<file path="src/sv/smmu_ram.sv">
// ----------------------------------------------------------------------------
// smmu_ram
// Simple dual-port synchronous RAM, one write and one registered read port.
// ----------------------------------------------------------------------------
module smmu_ram #(
  parameter int DEPTH = 256,
  parameter int WIDTH = 8
) (
  input  logic                     clk,
  input  logic                     we,
  input  logic [$clog2(DEPTH)-1:0] waddr,
  input  logic [WIDTH-1:0]         wdata,
  input  logic [$clog2(DEPTH)-1:0] raddr,
  output logic [WIDTH-1:0]         rdata
);

  logic [WIDTH-1:0] mem [DEPTH];

  always_ff @(posedge clk) begin
    if (we) begin
      mem[waddr] <= wdata;
    end
  end

  always_ff @(posedge clk) begin
    rdata <= mem[raddr];
  end

endmodule

</file>
<file path="config.mk">
export PLATFORM = sky130hd
export DESIGN_NAME = smmu_ram
export DESIGN_NICKNAME = d
export VERILOG_FILES = /design/src/sv/smmu_ram.sv
export SDC_FILE = /design/constraint.sdc
export NUM_CORES = 2
export LEC_CHECK = 0
export BUFFER_PORTS_ARGS = -buffer_cell sky130_fd_sc_hd__buf_2
export CORE_MARGIN = 10
export CORE_UTILIZATION = 63
export DETAILED_ROUTE_END_ITERATION = 6
export HOLD_SLACK_MARGIN = 0.03
export PLACE_DENSITY_LB_ADDON = 0.12
export REMOVE_ABC_BUFFERS = 1
export SYNTH_ARGS = -nofsm -noshare
export SYNTH_HDL_FRONTEND = slang
export SYNTH_SLANG_ARGS = --single-unit
</file>
<file path="constraint.sdc">
create_clock -name clk -period 3.1 [get_ports clk]
set_clock_uncertainty 0.15 [all_clocks]
set_input_delay 0.62 -clock clk [delete_from_list [all_inputs] [get_ports clk]]
set_output_delay 0.62 -clock clk [all_outputs]
set_load 0.05 [all_outputs]
</file>
# Word-level counts from Yosys, hierarchy flattened
# Memory sizes are Yosys's and may differ from the RTL's. A register that Yosys moved wholly into a read port is not among the register bits.
# Cells that the tools add are included.
# Widths: inputs -> output; s select.
word_totals:
  ram_bits: 2048
  register_bits: 0
  elab_cells: 3
  output_inout_bits: 8
  n_memories: 1
mem_list:
  columns: ["memory", "words", "width", "rd", "rd_clocked_by_memory_dff", "write_ports", "line", "text"]
  rows:
  - ["mem", 256, 8, 1, 1, 1, "17", "logic [WIDTH-1:0] mem [DEPTH];"]
op_classes:
  mux: 2
op_table:
  columns: ["cell", "count"]
  rows:
  - ["$mux 1", 2]

# Logic depth before layout (Yosys ltp)
depth:
  ltp_word: 2
  mapped_depth: 11
  depth_no_buf: 6

# Least setup slack after synthesis
# No wires, ideal clock.
synth_path:
  path_kind: "input to register"
  startpoint: "input port raddr[0]"
  endpoint: "register rdata[2], read port of mem"
  setup_slack_ps: 392
  t_required_ps: 2819
  t_arrival_ps: 2427
  cell_stages: 9
  path_cell_list: "buf_6 > buf_12 > buf_8 > buf_2 > mux4_2 > a22oi_1 > a21oi_1 > nor4_1 > nor4_2"
synth_lines:
  columns: ["element", "line", "text"]
  rows:
  - ["start: declaration", "13", "input logic [$clog2(DEPTH)-1:0] raddr,"]
  - ["end: declaration", "14", "output logic [WIDTH-1:0] rdata"]

==> report_table.html <==
<table>
<tr><th>Metric</th><th>Value</th></tr>
<tr><th colspan="2">Logic synthesis</th></tr>
<tr><td>Post-synthesis area per instance</td><td>21.3 um2</td></tr>
<tr><td>Proportion of netlist area held by the largest area contributor</td><td>0.773</td></tr>
<tr><td>EDFF count, synth</td><td>slightly above 2000</td></tr>
<tr><td>Post-synthesis async set-or-reset flop share</td><td>0</td></tr>
<tr><td>Synth Flop Type</td><td>edfxtp_1</td></tr>
<tr><td>Cell types with the largest area share after synthesis</td><td>edfxtp_1 77%, mux4_2 13%, mux2i_1 1.7%</td></tr>
<tr><td>Largest area contributor in the synthesized netlist</td><td>edfxtp_1</td></tr>
<tr><td>Synthesized cell area</td><td>79600 um2</td></tr>
<tr><td>Sequential cell area fraction in the yosys report</td><td>0.775</td></tr>
<tr><td>Count of unique library cells instantiated by Yosys</td><td>55</td></tr>
<tr><td>Yosys warns</td><td>0</td></tr>
<tr><td>Gate count of the mapped netlist</td><td>between 3000 and 4000</td></tr>
<tr><td>Number of register bits inferred by synthesis</td><td>just over 2000</td></tr>
<tr><th colspan="2">Floorplan</th></tr>
<tr><td>Core ar.</td><td>126000 um2</td></tr>
<tr><td>Total I/O pin count</td><td>34</td></tr>
<tr><td>Effective utilization at floorplan</td><td>0.634</td></tr>
<tr><td>Standard-cell rows</td><td>between 100 and 150</td></tr>
<tr><td>Die extent in x</td><td>approximately 380 um</td></tr>
<tr><td>Total die area</td><td>around 140000 um2</td></tr>
<tr><td>Floorplan die height</td><td>375 um</td></tr>
<tr><th colspan="2">Detailed routing</th></tr>
<tr><td>Initial DRC count</td><td>about 5800</td></tr>
<tr><td>DRC viols</td><td>0</td></tr>
<tr><td>Count of TritonRoute iterations in the first routing pass</td><td>6</td></tr>
<tr><td>Remaining antenna violation count</td><td>0</td></tr>
<tr><td>DRT Wirelength</td><td>around 200000 um</td></tr>
<tr><td>Mean number of vias per cell</td><td>approximately 6.7</td></tr>
<tr><td>Count of vias placed by the detailed router</td><td>approximately 42000</td></tr>
<tr><td>Final routed wire length divided by cell count</td><td>between 30 and 40 um</td></tr>
<tr><th colspan="2">Final layout</th></tr>
<tr><td>Area growth from synthesis to layout</td><td>16.1%</td></tr>
<tr><td>Post-Layout Cell Count</td><td>~6200</td></tr>
<tr><td>Final core utilization</td><td>0.736</td></tr>
<tr><td>Post-route standard cell area excluding fillers</td><td>between 90000 and 100000 um2</td></tr>
<tr><td>Area used by sequential logic in the layout</td><td>about 62000 um2</td></tr>
<tr><td>Share of layout cells above drive strength 1</td><td>0.316</td></tr>
<tr><td>Total of fill cells in the finished design</td><td>around 7000</td></tr>
<tr><td>Layout net count</td><td>4398</td></tr>
<tr><td>Footprint of the multi-input gates</td><td>16500 um2</td></tr>
<tr><th colspan="2">Critical path</th></tr>
<tr><td>Data required, critical path</td><td>3.66 ns</td></tr>
<tr><td>Critical Setup Path Class</td><td>in -&gt; reg</td></tr>
<tr><td>Reg2Reg Setup Slack</td><td>between 0.3 and 0.4 ns</td></tr>
<tr><td>Crit-path max FO</td><td>29</td></tr>
<tr><td>Nature of the critical path endpoint</td><td>register</td></tr>
<tr><td>Type of element launching the critical path</td><td>input port</td></tr>
<tr><td>Crit path arrival time</td><td>between 3 and 4 ns</td></tr>
<tr><th colspan="2">STA</th></tr>
<tr><td>Actual slew at the worst max-slew pin</td><td>about 0.85 ns</td></tr>
<tr><td>Max-slew violation count</td><td>0</td></tr>
<tr><td>Worst max-slew margin expressed relative to the limit</td><td>0.434</td></tr>
<tr><td>Achievable frequency</td><td>about 0.36 GHz</td></tr>
<tr><td>Post-route minimum period</td><td>2.79 ns</td></tr>
<tr><td>Period utilization</td><td>0.900</td></tr>
<tr><td>Accumulated negative setup slack</td><td>0 ns</td></tr>
<tr><td>Fin. Hold Viols</td><td>0</td></tr>
<tr><td>Unrepaired setup endpoints after global routing</td><td>no</td></tr>
<tr><td>Smallest hold slack</td><td>0.156 ns</td></tr>
<tr><td>Count of endpoints failing setup in the final report</td><td>0</td></tr>
<tr><th colspan="2">Placement</th></tr>
<tr><td>Cell Count Post-Placement</td><td>approximately 5800</td></tr>
<tr><td>RD Place Congestion</td><td>~0.89</td></tr>
<tr><td>Half-perimeter wire length of the detailed placement result</td><td>between 100000 and 150000 um</td></tr>
<tr><td>Cell area reported after detailed placement</td><td>86200 um2</td></tr>
<tr><td>Buffers on Ports</td><td>33</td></tr>
<tr><th colspan="2">Power</th></tr>
<tr><td>Internal power component</td><td>about 45 mW</td></tr>
<tr><td>Switching part of the total power</td><td>0.212</td></tr>
<tr><td>Maximum vdd drop</td><td>~630 uV</td></tr>
<tr><td>Switching power total</td><td>roughly 12 mW</td></tr>
<tr><td>Power Density</td><td>slightly above 600 nW/um2</td></tr>
<tr><td>Leakage power</td><td>30.1 nW</td></tr>
<tr><td>Clock share of power</td><td>0.406</td></tr>
<tr><td>Combinational cell fraction of total power</td><td>0.056</td></tr>
<tr><td>Sequential fraction of design power</td><td>0.538</td></tr>
<tr><th colspan="2">CTS</th></tr>
<tr><td>Maximum number of buffers from clock root to sink</td><td>3</td></tr>
<tr><td>Clock-pin slew on the worst setup and hold paths</td><td>around 0.06 ns</td></tr>
<tr><td>Post-CTS setup buffer count</td><td>0</td></tr>
<tr><td>Total number of clock tree sinks</td><td>approximately 2100</td></tr>
<tr><td>Clock buffers created by TritonCTS</td><td>slightly below 200</td></tr>
<tr><td>CTS tree</td><td>built</td></tr>
<tr><td>Hold buffers post-CTS</td><td>0</td></tr>
<tr><td>H-tree depth</td><td>4</td></tr>
<tr><td>Latest clock arrival within the worst-skew pair</td><td>slightly above 0.8 ns</td></tr>
<tr><td>Post-cts resize count</td><td>0</td></tr>
<tr><td>CTS root buf</td><td>clkbuf_16</td></tr>
<tr><th colspan="2">GRT</th></tr>
<tr><td>Antenna violations before repair</td><td>11</td></tr>
<tr><td>Via count of the first global-routing pass</td><td>between 40000 and 50000</td></tr>
<tr><td>Sum of overflow across all layers after global routing</td><td>0</td></tr>
<tr><td>First-pass GRT wire length</td><td>roughly 300000 um</td></tr>
<tr><td>Maximum number of pins on one net before global-route repair</td><td>98</td></tr>
<tr><td>GRT Util Overall</td><td>0.291</td></tr>
<tr><th colspan="2">Hold path</th></tr>
<tr><td>Hold Path Class</td><td>in -&gt; reg</td></tr>
<tr><th colspan="2">Run status</th></tr>
<tr><td>Outcome</td><td>finished clean</td></tr>
<tr><th colspan="2">Run</th></tr>
<tr><td>Max capacitance violation total</td><td>0</td></tr>
</table>
==> final cells by class <==
type / count / share of cell area
multi-input combinational: 1442 / 0.178
tap: 1650 / 0.0223
clock buffer: 238 / 0.0556
timing repair buffer: 676 / 0.0647
sequential: 2056 / 0.667
antenna: 4 / 0.000108
clock inverter: 121 / 0.0116
inverter: 2 / 0.0000813
==> worst paths after layout <==
kind                            cells past startpoint          end   startpoint
worst max-delay path                                9     rdata[2]     raddr[1]
worst min-delay path                                1  mem[112][1]     wdata[1]
worst max register to register                      7     rdata[7]  mem[135][7]
worst min register to register                      5     rdata[6]  mem[170][6]
==> worst max-delay path: stages <==
cell and delay, ns:
buf_8 0.23, buf_4 0.47, buf_4 0.31, mux4_2 0.32
a22oi_1 0.35, a21oi_1 0.21, nor3_1 0.53, buf_4 0.21
nor4_2 0.04
==> synth_stat cells (all sizes together), types with 2 or more instances <==
library cell,count
edfxtp,2048
mux4,456
nor2,282
mux2i,134
a22oi,133
buf,122
clkbuf,111
a21oi,96
o221ai,47
nand3,34
nand2,33
nor2b,31
o22ai,28
nor4,27
nor3,22
a211oi,16
a221oi,14
o21ai,12
nand4,10
o211ai,10
a22o,8
dfxtp,8
nand2b,8
and2,6
a2111oi,5
o22a,5
o32ai,5
or2,4
a311oi,2
a31oi,2
and3b,2
nand3b,2
==> cell usage in the layout (no fill, tap or decap), drive strengths merged, types with 27 or more instances in the layout <==
cell and n:
o22ai 28, mux4 456, a21oi 96, nand3 34
clkinv 85, mux2i 134, o221ai 47, a22oi 133
nor2 282, buf 668, nor2b 31, nor4 27
clkbuf 246, edfxtp 2048, nand2 33
==> logic make-up after synthesis <==
family / after synthesis / share of synthesized area
flops: 2056 / 0.775
mux: 591 / 0.146
simple gates: 466 / 0.0263
compound gates: 385 / 0.0342
buf+inv: 235 / 0.0183
==> state kept, by name, summed over array words and instances (netlist names) <==
name and flops:
rdata 8, mem 2048
==> metrics by stage <==
stage	setup WS (ns)	power (mW)
after floorplan	-0.0778	32.4
after global placement	-0.458	34.4
after detailed placement	-0.460	34.5
after CTS	0.369	57.3
after global routing	0.294	58.6
final	0.310	57.1
==> power by group through the flow <==
stage | clock network [mW] | registers (mW) | logic, mW
finish | 23.2 | 30.7 | 3.21
floorplan | 0 | 31.3 | 1.08
CTS | 23.4 | 30.7 | 3.20
global route | 24.5 | 30.7 | 3.35
detailed placement | 0 | 31.3 | 3.18
global placement | 0 | 31.3 | 3.10
==> per-layer routing <==
| layer | vias to the layer above | routed length (um) | GRT usage |
|---|---|---|---|
| met3 | 417 | 22400 | 0.0598 |
| met1 | 21676 | 74400 | 0.407 |
| met5 | - | 13 | 0 |
| met4 | 2 | 9160 | 0.123 |
| met2 | 2638 | 96600 | 0.453 |
| li1 | 16987 | - | - |
(Power assumes the default switching activity.)
