--- config.mk ---
export PLATFORM = sky130hd
export DESIGN_NAME = smmu_id_alloc
export DESIGN_NICKNAME = d
export VERILOG_FILES = /design/src/sv/smmu_pkg.sv /design/src/sv/smmu_ram.sv /design/src/sv/smmu_id_alloc.sv
export SDC_FILE = /design/constraint.sdc
export NUM_CORES = 2
export LEC_CHECK = 0
export BUFFER_PORTS_ARGS = -buffer_cell sky130_fd_sc_hd__buf_2
export CORE_ASPECT_RATIO = 0.7
export CORE_MARGIN = 2
export CORE_UTILIZATION = 64
export CTS_BUF_LIST = sky130_fd_sc_hd__clkbuf_8
export DETAILED_ROUTE_END_ITERATION = 8
export HOLD_SLACK_MARGIN = 0.02
export PLACE_DENSITY = 0.8
export REMOVE_ABC_BUFFERS = 1
export SYNTH_ARGS = -nofsm -noshare
export SYNTH_HDL_FRONTEND = slang
export SYNTH_SLANG_ARGS = --single-unit
--- constraint.sdc ---
create_clock -name clk -period 6.05 [get_ports clk]
set_input_delay 0 -clock clk [delete_from_list [all_inputs] [get_ports clk]]
set_output_delay 0 -clock clk [all_outputs]
set_load 0.01 [all_outputs]
--- src/sv/smmu_pkg.sv ---
// ----------------------------------------------------------------------------
// smmu_pkg
// Shared constants, codes and types of the segmented memory map unit.
// ----------------------------------------------------------------------------
package smmu_pkg;

  localparam int MAX_SEGMENTS = 256;
  localparam int SEG_WORDS    = 1024;

  // item field widths
  localparam int OP_W   = 2;
  localparam int SEG_W  = 8;
  localparam int OFF_W  = 10;
  localparam int WORD_W = 32;
  localparam int LEN_W  = 11;
  localparam int STAT_W = 3;

  localparam int ID_W   = $clog2(MAX_SEGMENTS);
  localparam int CNT_W  = $clog2(MAX_SEGMENTS + 1);
  localparam int ADDR_W = $clog2(MAX_SEGMENTS * SEG_WORDS);

  typedef enum logic [OP_W-1:0] {
    OP_MAP   = 2'd0,
    OP_UNMAP = 2'd1,
    OP_LOAD  = 2'd2,
    OP_STORE = 2'd3
  } op_t;

  typedef enum logic [STAT_W-1:0] {
    ST_OK       = 3'd0,
    ST_NO_ID    = 3'd1,
    ST_TOO_LONG = 3'd2,
    ST_UNMAPPED = 3'd3,
    ST_OFFSET   = 3'd4,
    ST_SEG_ZERO = 3'd5
  } status_t;

  typedef enum logic [1:0] {
    S_IDLE,
    S_EXEC,
    S_CLEAR
  } state_t;

  typedef struct packed {
    logic            alloc;
    logic            release_id;
    logic [ID_W-1:0] id;
  } alloc_req_t;

  typedef struct packed {
    logic            has_id;
    logic [ID_W-1:0] id;
  } alloc_rsp_t;

  function automatic logic [ADDR_W-1:0] word_addr(logic [SEG_W-1:0] seg,
                                                  logic [OFF_W-1:0] off);
    return ADDR_W'(int'(seg) * SEG_WORDS + int'(off));
  endfunction

endpackage

--- src/sv/smmu_ram.sv ---
// ----------------------------------------------------------------------------
// smmu_ram
// Simple dual-port synchronous RAM, one write and one registered read port.
// ----------------------------------------------------------------------------
module smmu_ram #(
  parameter int DEPTH = 256,
  parameter int WIDTH = 8
) (
  input  logic                     clk,
  input  logic                     we,
  input  logic [$clog2(DEPTH)-1:0] waddr,
  input  logic [WIDTH-1:0]         wdata,
  input  logic [$clog2(DEPTH)-1:0] raddr,
  output logic [WIDTH-1:0]         rdata
);

  logic [WIDTH-1:0] mem [DEPTH];

  always_ff @(posedge clk) begin
    if (we) begin
      mem[waddr] <= wdata;
    end
  end

  always_ff @(posedge clk) begin
    rdata <= mem[raddr];
  end

endmodule

--- src/sv/smmu_id_alloc.sv ---
// ----------------------------------------------------------------------------
// smmu_id_alloc
// Segment id allocator: FIFO of freed ids in RAM, then never-used ids.
// ----------------------------------------------------------------------------
module smmu_id_alloc (
  input  logic                 clk,
  input  logic                 rst_n,
  input  smmu_pkg::alloc_req_t req,
  output smmu_pkg::alloc_rsp_t rsp
);

  logic [smmu_pkg::ID_W-1:0]  head_r, head_nxt;
  logic [smmu_pkg::ID_W-1:0]  tail_r, tail_nxt;
  logic [smmu_pkg::CNT_W-1:0] count_r, count_nxt;
  logic [smmu_pkg::CNT_W-1:0] next_new_r, next_new_nxt;
  logic [smmu_pkg::ID_W-1:0]  q_rdata;
  logic                       q_we;
  logic                       q_nonempty;
  logic                       new_avail;

  localparam logic [smmu_pkg::ID_W-1:0] LAST_IDX = smmu_pkg::ID_W'(smmu_pkg::MAX_SEGMENTS - 1);

  // head entry is read every cycle; data is valid the cycle after
  smmu_ram #(
    .DEPTH (smmu_pkg::MAX_SEGMENTS),
    .WIDTH (smmu_pkg::ID_W)
  ) u_queue (
    .clk   (clk),
    .we    (q_we),
    .waddr (tail_r),
    .wdata (req.id),
    .raddr (head_r),
    .rdata (q_rdata)
  );

  assign q_nonempty = (count_r != '0);
  assign new_avail  = (next_new_r < smmu_pkg::CNT_W'(smmu_pkg::MAX_SEGMENTS));
  assign rsp.has_id = q_nonempty || new_avail;
  assign rsp.id     = q_nonempty ? q_rdata : smmu_pkg::ID_W'(next_new_r);
  assign q_we       = req.release_id && (count_r < smmu_pkg::CNT_W'(smmu_pkg::MAX_SEGMENTS));

  always_comb begin
    head_nxt     = head_r;
    tail_nxt     = tail_r;
    count_nxt    = count_r;
    next_new_nxt = next_new_r;
    if (req.alloc) begin
      if (q_nonempty) begin
        head_nxt  = (head_r == LAST_IDX) ? '0 : head_r + 1'b1;
        count_nxt = count_r - 1'b1;
      end else begin
        next_new_nxt = next_new_r + 1'b1;
      end
    end else if (q_we) begin
      tail_nxt  = (tail_r == LAST_IDX) ? '0 : tail_r + 1'b1;
      count_nxt = count_r + 1'b1;
    end
  end

  always_ff @(posedge clk) begin
    if (!rst_n) begin
      head_r     <= '0;
      tail_r     <= '0;
      count_r    <= '0;
      next_new_r <= '0;
    end else begin
      head_r     <= head_nxt;
      tail_r     <= tail_nxt;
      count_r    <= count_nxt;
      next_new_r <= next_new_nxt;
    end
  end

endmodule

## Word level (Yosys, flattened, before mapping)

Memories as Yosys holds them, arrays and structs flattened. A register that Yosys moved wholly into a read port is not among the register bits.
Index checks and enable logic that the tools add are counted.
W data, S select, Z words.

| cells by class | value |
|---|---|
| $add $sub $neg | 5 |
| multiplexer cells | 8 |
| bitwise operators | 2 |
| equal/unequal tests | 3 |
| order comparisons | 2 |
| reduce and logical (&&, ||, !) cells | 8 |

Operator list:

| kind | number |
|---|---|
| $mux W9 | 3 |
| $mux W8 | 3 |
| $add A9 B1 Y9 const B | 2 |
| $lt A9 B9 Y1 const B | 2 |
| $add A8 B1 Y8 const B | 2 |
| $eq A8 B8 Y1 const B | 2 |
| $reduce_bool A9 Y1 | 1 |
| $sub A9 B1 Y9 const B | 1 |
| $reduce_and A2 Y1 | 4 |
| $mux W1 | 2 |
| $ne A2 B1 Y1 const B | 1 |
| $not A1 Y1 | 2 |
| $reduce_bool A2 Y1 | 1 |
| $logic_and A1 B1 Y1 | 1 |
| $logic_or A1 B1 Y1 | 1 |

| storage, ports and cells | value |
|---|---|
| bits in writable memories | 2048 |
| bits of input ports | 12 |
| memories | 1 |
| output and inout bits | 9 |
| logic and storage cells | 33 |
| register bits | 34 |

Memories:

| name | depth | width | read ports | clocked after Yosys merged registers in | write ports | RTL line | text |
|---|---|---|---|---|---|---|---|
| u_queue.mem | 256 | 8 | 1 | 1 | 1 | smmu_ram.sv:17 | `logic [WIDTH-1:0] mem [DEPTH];` |

## Logic depth before layout (Yosys ltp)

| depth | value |
|---|---|
| depth in word-level cells | 4 |
| gate-level depth with buffers | 13 |
| gate-level depth less buffers | 8 |

## Hierarchy

Synthesis repeated with hierarchy kept, for this count alone.

| unflattened totals | value |
|---|---|
| cell total of the unflattened synthesis | 3956 |
| area, all modules | 81448.1 sq um |

By module, submodules not included:

| module | instances | area an instance (sq um) | cells each |
|---|---|---|---|
| smmu_ram | 1 | 79556.3 | 3733 |
| smmu_id_alloc | 1 | 1891.8 | 223 |

## Worst setup path after synthesis

No wires, ideal clock.

| timing | value |
|---|---|
| path type | register -> register |
| start point | register head_r[0] (netlist name) |
| end point | register u_queue.rdata[3] (read register of u_queue.mem) |
| cell stages (with the launch flop) | 9 |
| arrival time | 2.218 ns |
| slack | 3.699 ns |
| setup time | 0.132 ns |
| cell sequence | dfxtp_1 > buf_6 > buf_12 > buf_8 > buf_6 > mux4_2 > mux4_2 > a311oi_1 > o211ai_1 |

RTL lines:

| element | RTL line | text |
|---|---|---|
| start, declared | smmu_id_alloc.sv:12 | `logic [smmu_pkg::ID_W-1:0] head_r, head_nxt;` |
| start signal, assigned | smmu_id_alloc.sv:67 | `head_r <= head_nxt;` |
| end, declared | smmu_ram.sv:14 | `output logic [WIDTH-1:0] rdata` |

==> impl_metrics.yaml <==
hold_path:
  hp-class: "primary input to flop"
  min_from: "req[0]"
  whs_path_depth: 2
  min_to: "u_queue.mem[132][0]"
placed_design:
  place_congestion: 0.966
  place_hpwl_um: 129000
  portBuffers: 20
  placedCellCount: 5624
yosys:
  syn_avg_cell_area_um2: 20.0
  synth.area.top_cells: "edfxtp_1, mux4_2, mux2i_1"
  synth_cell_type_count: 77
  syn_inst: 4096
  synth_area_leader_cell: "edfxtp_1"
  yosysMostFrequentCell: "edfxtp_1"
  ys_seq_area_frac: 0.761
  yosysWarnings: 0
  synth_common_cells: "edfxtp_1, mux4_2, nor2_1, mux2i_1, nand2_1"
  synth-edff-count: 2048
  synth.ff_latch_count: 2090
  ys.flop_type: "edfxtp_1"
  synth_area_mm2: 0.0820
  synth_top_area_share: 0.750
  synthArstFlopShare: 0
grt:
  grt_usage: 0.327
  grt_first_pass_wirelength_um: 301000
  antenna_found_initial: 11
  grt_max_degree: 185
  overflow: 0
  grt_pass1_vias: 42300
pwr:
  max-vdd-ir-drop_mv: 0.283
  p_leak_nw: 27.5
  cellPowerDensity_mw_per_mm2: 352
final_layout:
  area_growth_pct: 8.75
  stdcell_count: 6172
  layout.nets: 4314
  drive_gt1_frac: 0.210
  num-fill-cells: 7337
timing:
  period_share: 0.789
  finalHoldViolCount: 0
  rsz0062_at_grt: "false"
  slew_viol_final: 1
  worst_slew_pin_slew_ps: 1490
  setup_viol: 0
  finalClockSkew_ps: 59.6
  slew-limit-headroom: -0.0170
  whs_ps: 134
  max_freq_mhz: 210
  fin_setup_tns_ps: 0
  period_minus_slack_ps: 4770
floorplan:
  placementRows: 109
  die_y_um: 303
  dieArea_mm2: 0.131
  io_pins: 21
  coreArea_mm2: 0.127
  start_util: 0.647
  die_width_um: 432
cts:
  cts_tree: "done"
  cts_setup_buffers: 0
  root_buffer: "clkbuf_8"
  clock-sinks: 2090
  clock_tree.buffer_depth: 4
  cts_made_buffers: 309
  post_cts_resized: 0
  clk_latency_ps: 1040
  clk_pin_slew_worst_paths_ps: 60
  cts_max_level: 5
routing:
  wl_met1_um: 78800
  first_pass_iters: 9
  highest_layer: "met5"
  via_per_inst: 7.16
  routed_wl_um: 212000
  via_count: 44200
  routedWlPerCell_um: 34.4
  first_iter_violations: 8033
  route.met3.wl_um: 35400
  drc_errors: 1
  dr_wl_met2_um: 89600
  postRouteAntennaNets: 0
setup_path:
  critPathKind: "flop to flop"
  cp-end-kind: "flop"
  cp-start-kind: "flop"
  cp_max_fo: 61
  r2r-end: "u_queue.rdata[7]"
  rr_worst_depth: 7
  r2r_setup_slack_ps: 1280
  worstPathArrival_ps: 5560
  reg2reg_from: "head_r[0]"
  crit_required_ps: 6840
flow_run:
  max_cap_violations: 1
status:
  violations: "DRC, capacitance limit, slew limit"
  outcome: "finished, violations left"
-- routing by layer --
metal	GRT usage	up-vias
met5	0	-
met4	0.125	10
met3	0.125	578
met2	0.445	3995
met1	0.486	22300
li1	-	17300
-- report_power, final --
| group | internal, W | switching, W |
|---|---|---|
| combinational | 0.00217 | 0.00272 |
| sequential | 0.0160 | 0.000176 |
| clock | 0.00513 | 0.00524 |
-- layout by cell type (no fill, tap or decap), drive strengths merged, types with 20 or more instances in the layout --
cell    netlist  final
o22ai        50     50
a211oi       29     29
clkinv        1     91
nor2        308    308
o21ai        59     59
a22oi        73     73
edfxtp     2048   2048
inv          12    118
nand2       127    127
nor2b        29     29
nor3         20     20
a21oi        75     75
mux2         28     28
buf         152    103
clkbuf       96    324
mux2i       190    190
and2         24     24
a221oi       31     31
dfxtp        42     42
nand3        57     57
mux4        427    427
-- timing repair --
item                       CTS  global route
hold buffers                18             0
setup endpoints to repair    0             0
hold endpoints to repair   975             0
-- logic make-up after synthesis --
family	Yosys count	synth area share
DFF	2090	0.761
muxes	645	0.144
and+or+nand+nor	624	0.0336
AOI/OAI and AO/OA	441	0.0374
buffers and inverters	261	0.0195
xor gates and xnor gates	21	0.00224
adders and majority gates	14	0.00223
-- state kept, by name, indices dropped and copies added, names as in the netlist --
register,count
count_r,9
tail_r,8
u_queue.rdata,8
next_new_r,9
head_r,8
u_queue.mem,2048
-- through the flow --
step	util	total power [W]	area, um^2	setup WS, ps
2_1_floorplan	-	0.0204	80400	-19550
3_3_place_gp	0.660	0.0212	83600	1630
3_5_place_dp	0.660	0.0212	83600	1620
4_1_cts	0.703	0.0313	89100	1560
5_1_grt	0.703	0.0322	89100	1360
6_report	0.703	0.0314	89100	1280
-- final cells by class --
| class | instances | area (um^2) | share of cell area |
|---|---|---|---|
| inverter | 13 | 50.0 | 0.000562 |
| clock buffer | 316 | 4350 | 0.0488 |
| multi-input combinational | 1745 | 18100 | 0.203 |
| sequential | 2090 | 62400 | 0.700 |
| antenna | 7 | 17.5 | 0.000197 |
| clock inverter | 207 | 1020 | 0.0114 |
| tap | 1665 | 2080 | 0.0234 |
| timing repair buffer | 129 | 1200 | 0.0134 |
-- worst max path at each step --
stage | endpoint | from
6_report | u_queue.rdata[7] | head_r[0]
5_1_grt | u_queue.rdata[7] | head_r[0]
4_1_cts | u_queue.rdata[7] | head_r[0]
3_5_place_dp | u_queue.rdata[7] | head_r[0]
3_3_place_gp | u_queue.rdata[7] | head_r[0]
2_1_floorplan | u_queue.rdata[2] | head_r[0]
-- critical path, stage by stage, from the launching register on --
cell and delay [ps]:
dfxtp_4 1040, buf_12 510, nand4b_1 790, o22ai_1 450, nor3_1 80, a22o_1 280, a2111oi_0 1270, a221oi_1 90
Note: power is estimated with default switching activity, not from simulation.
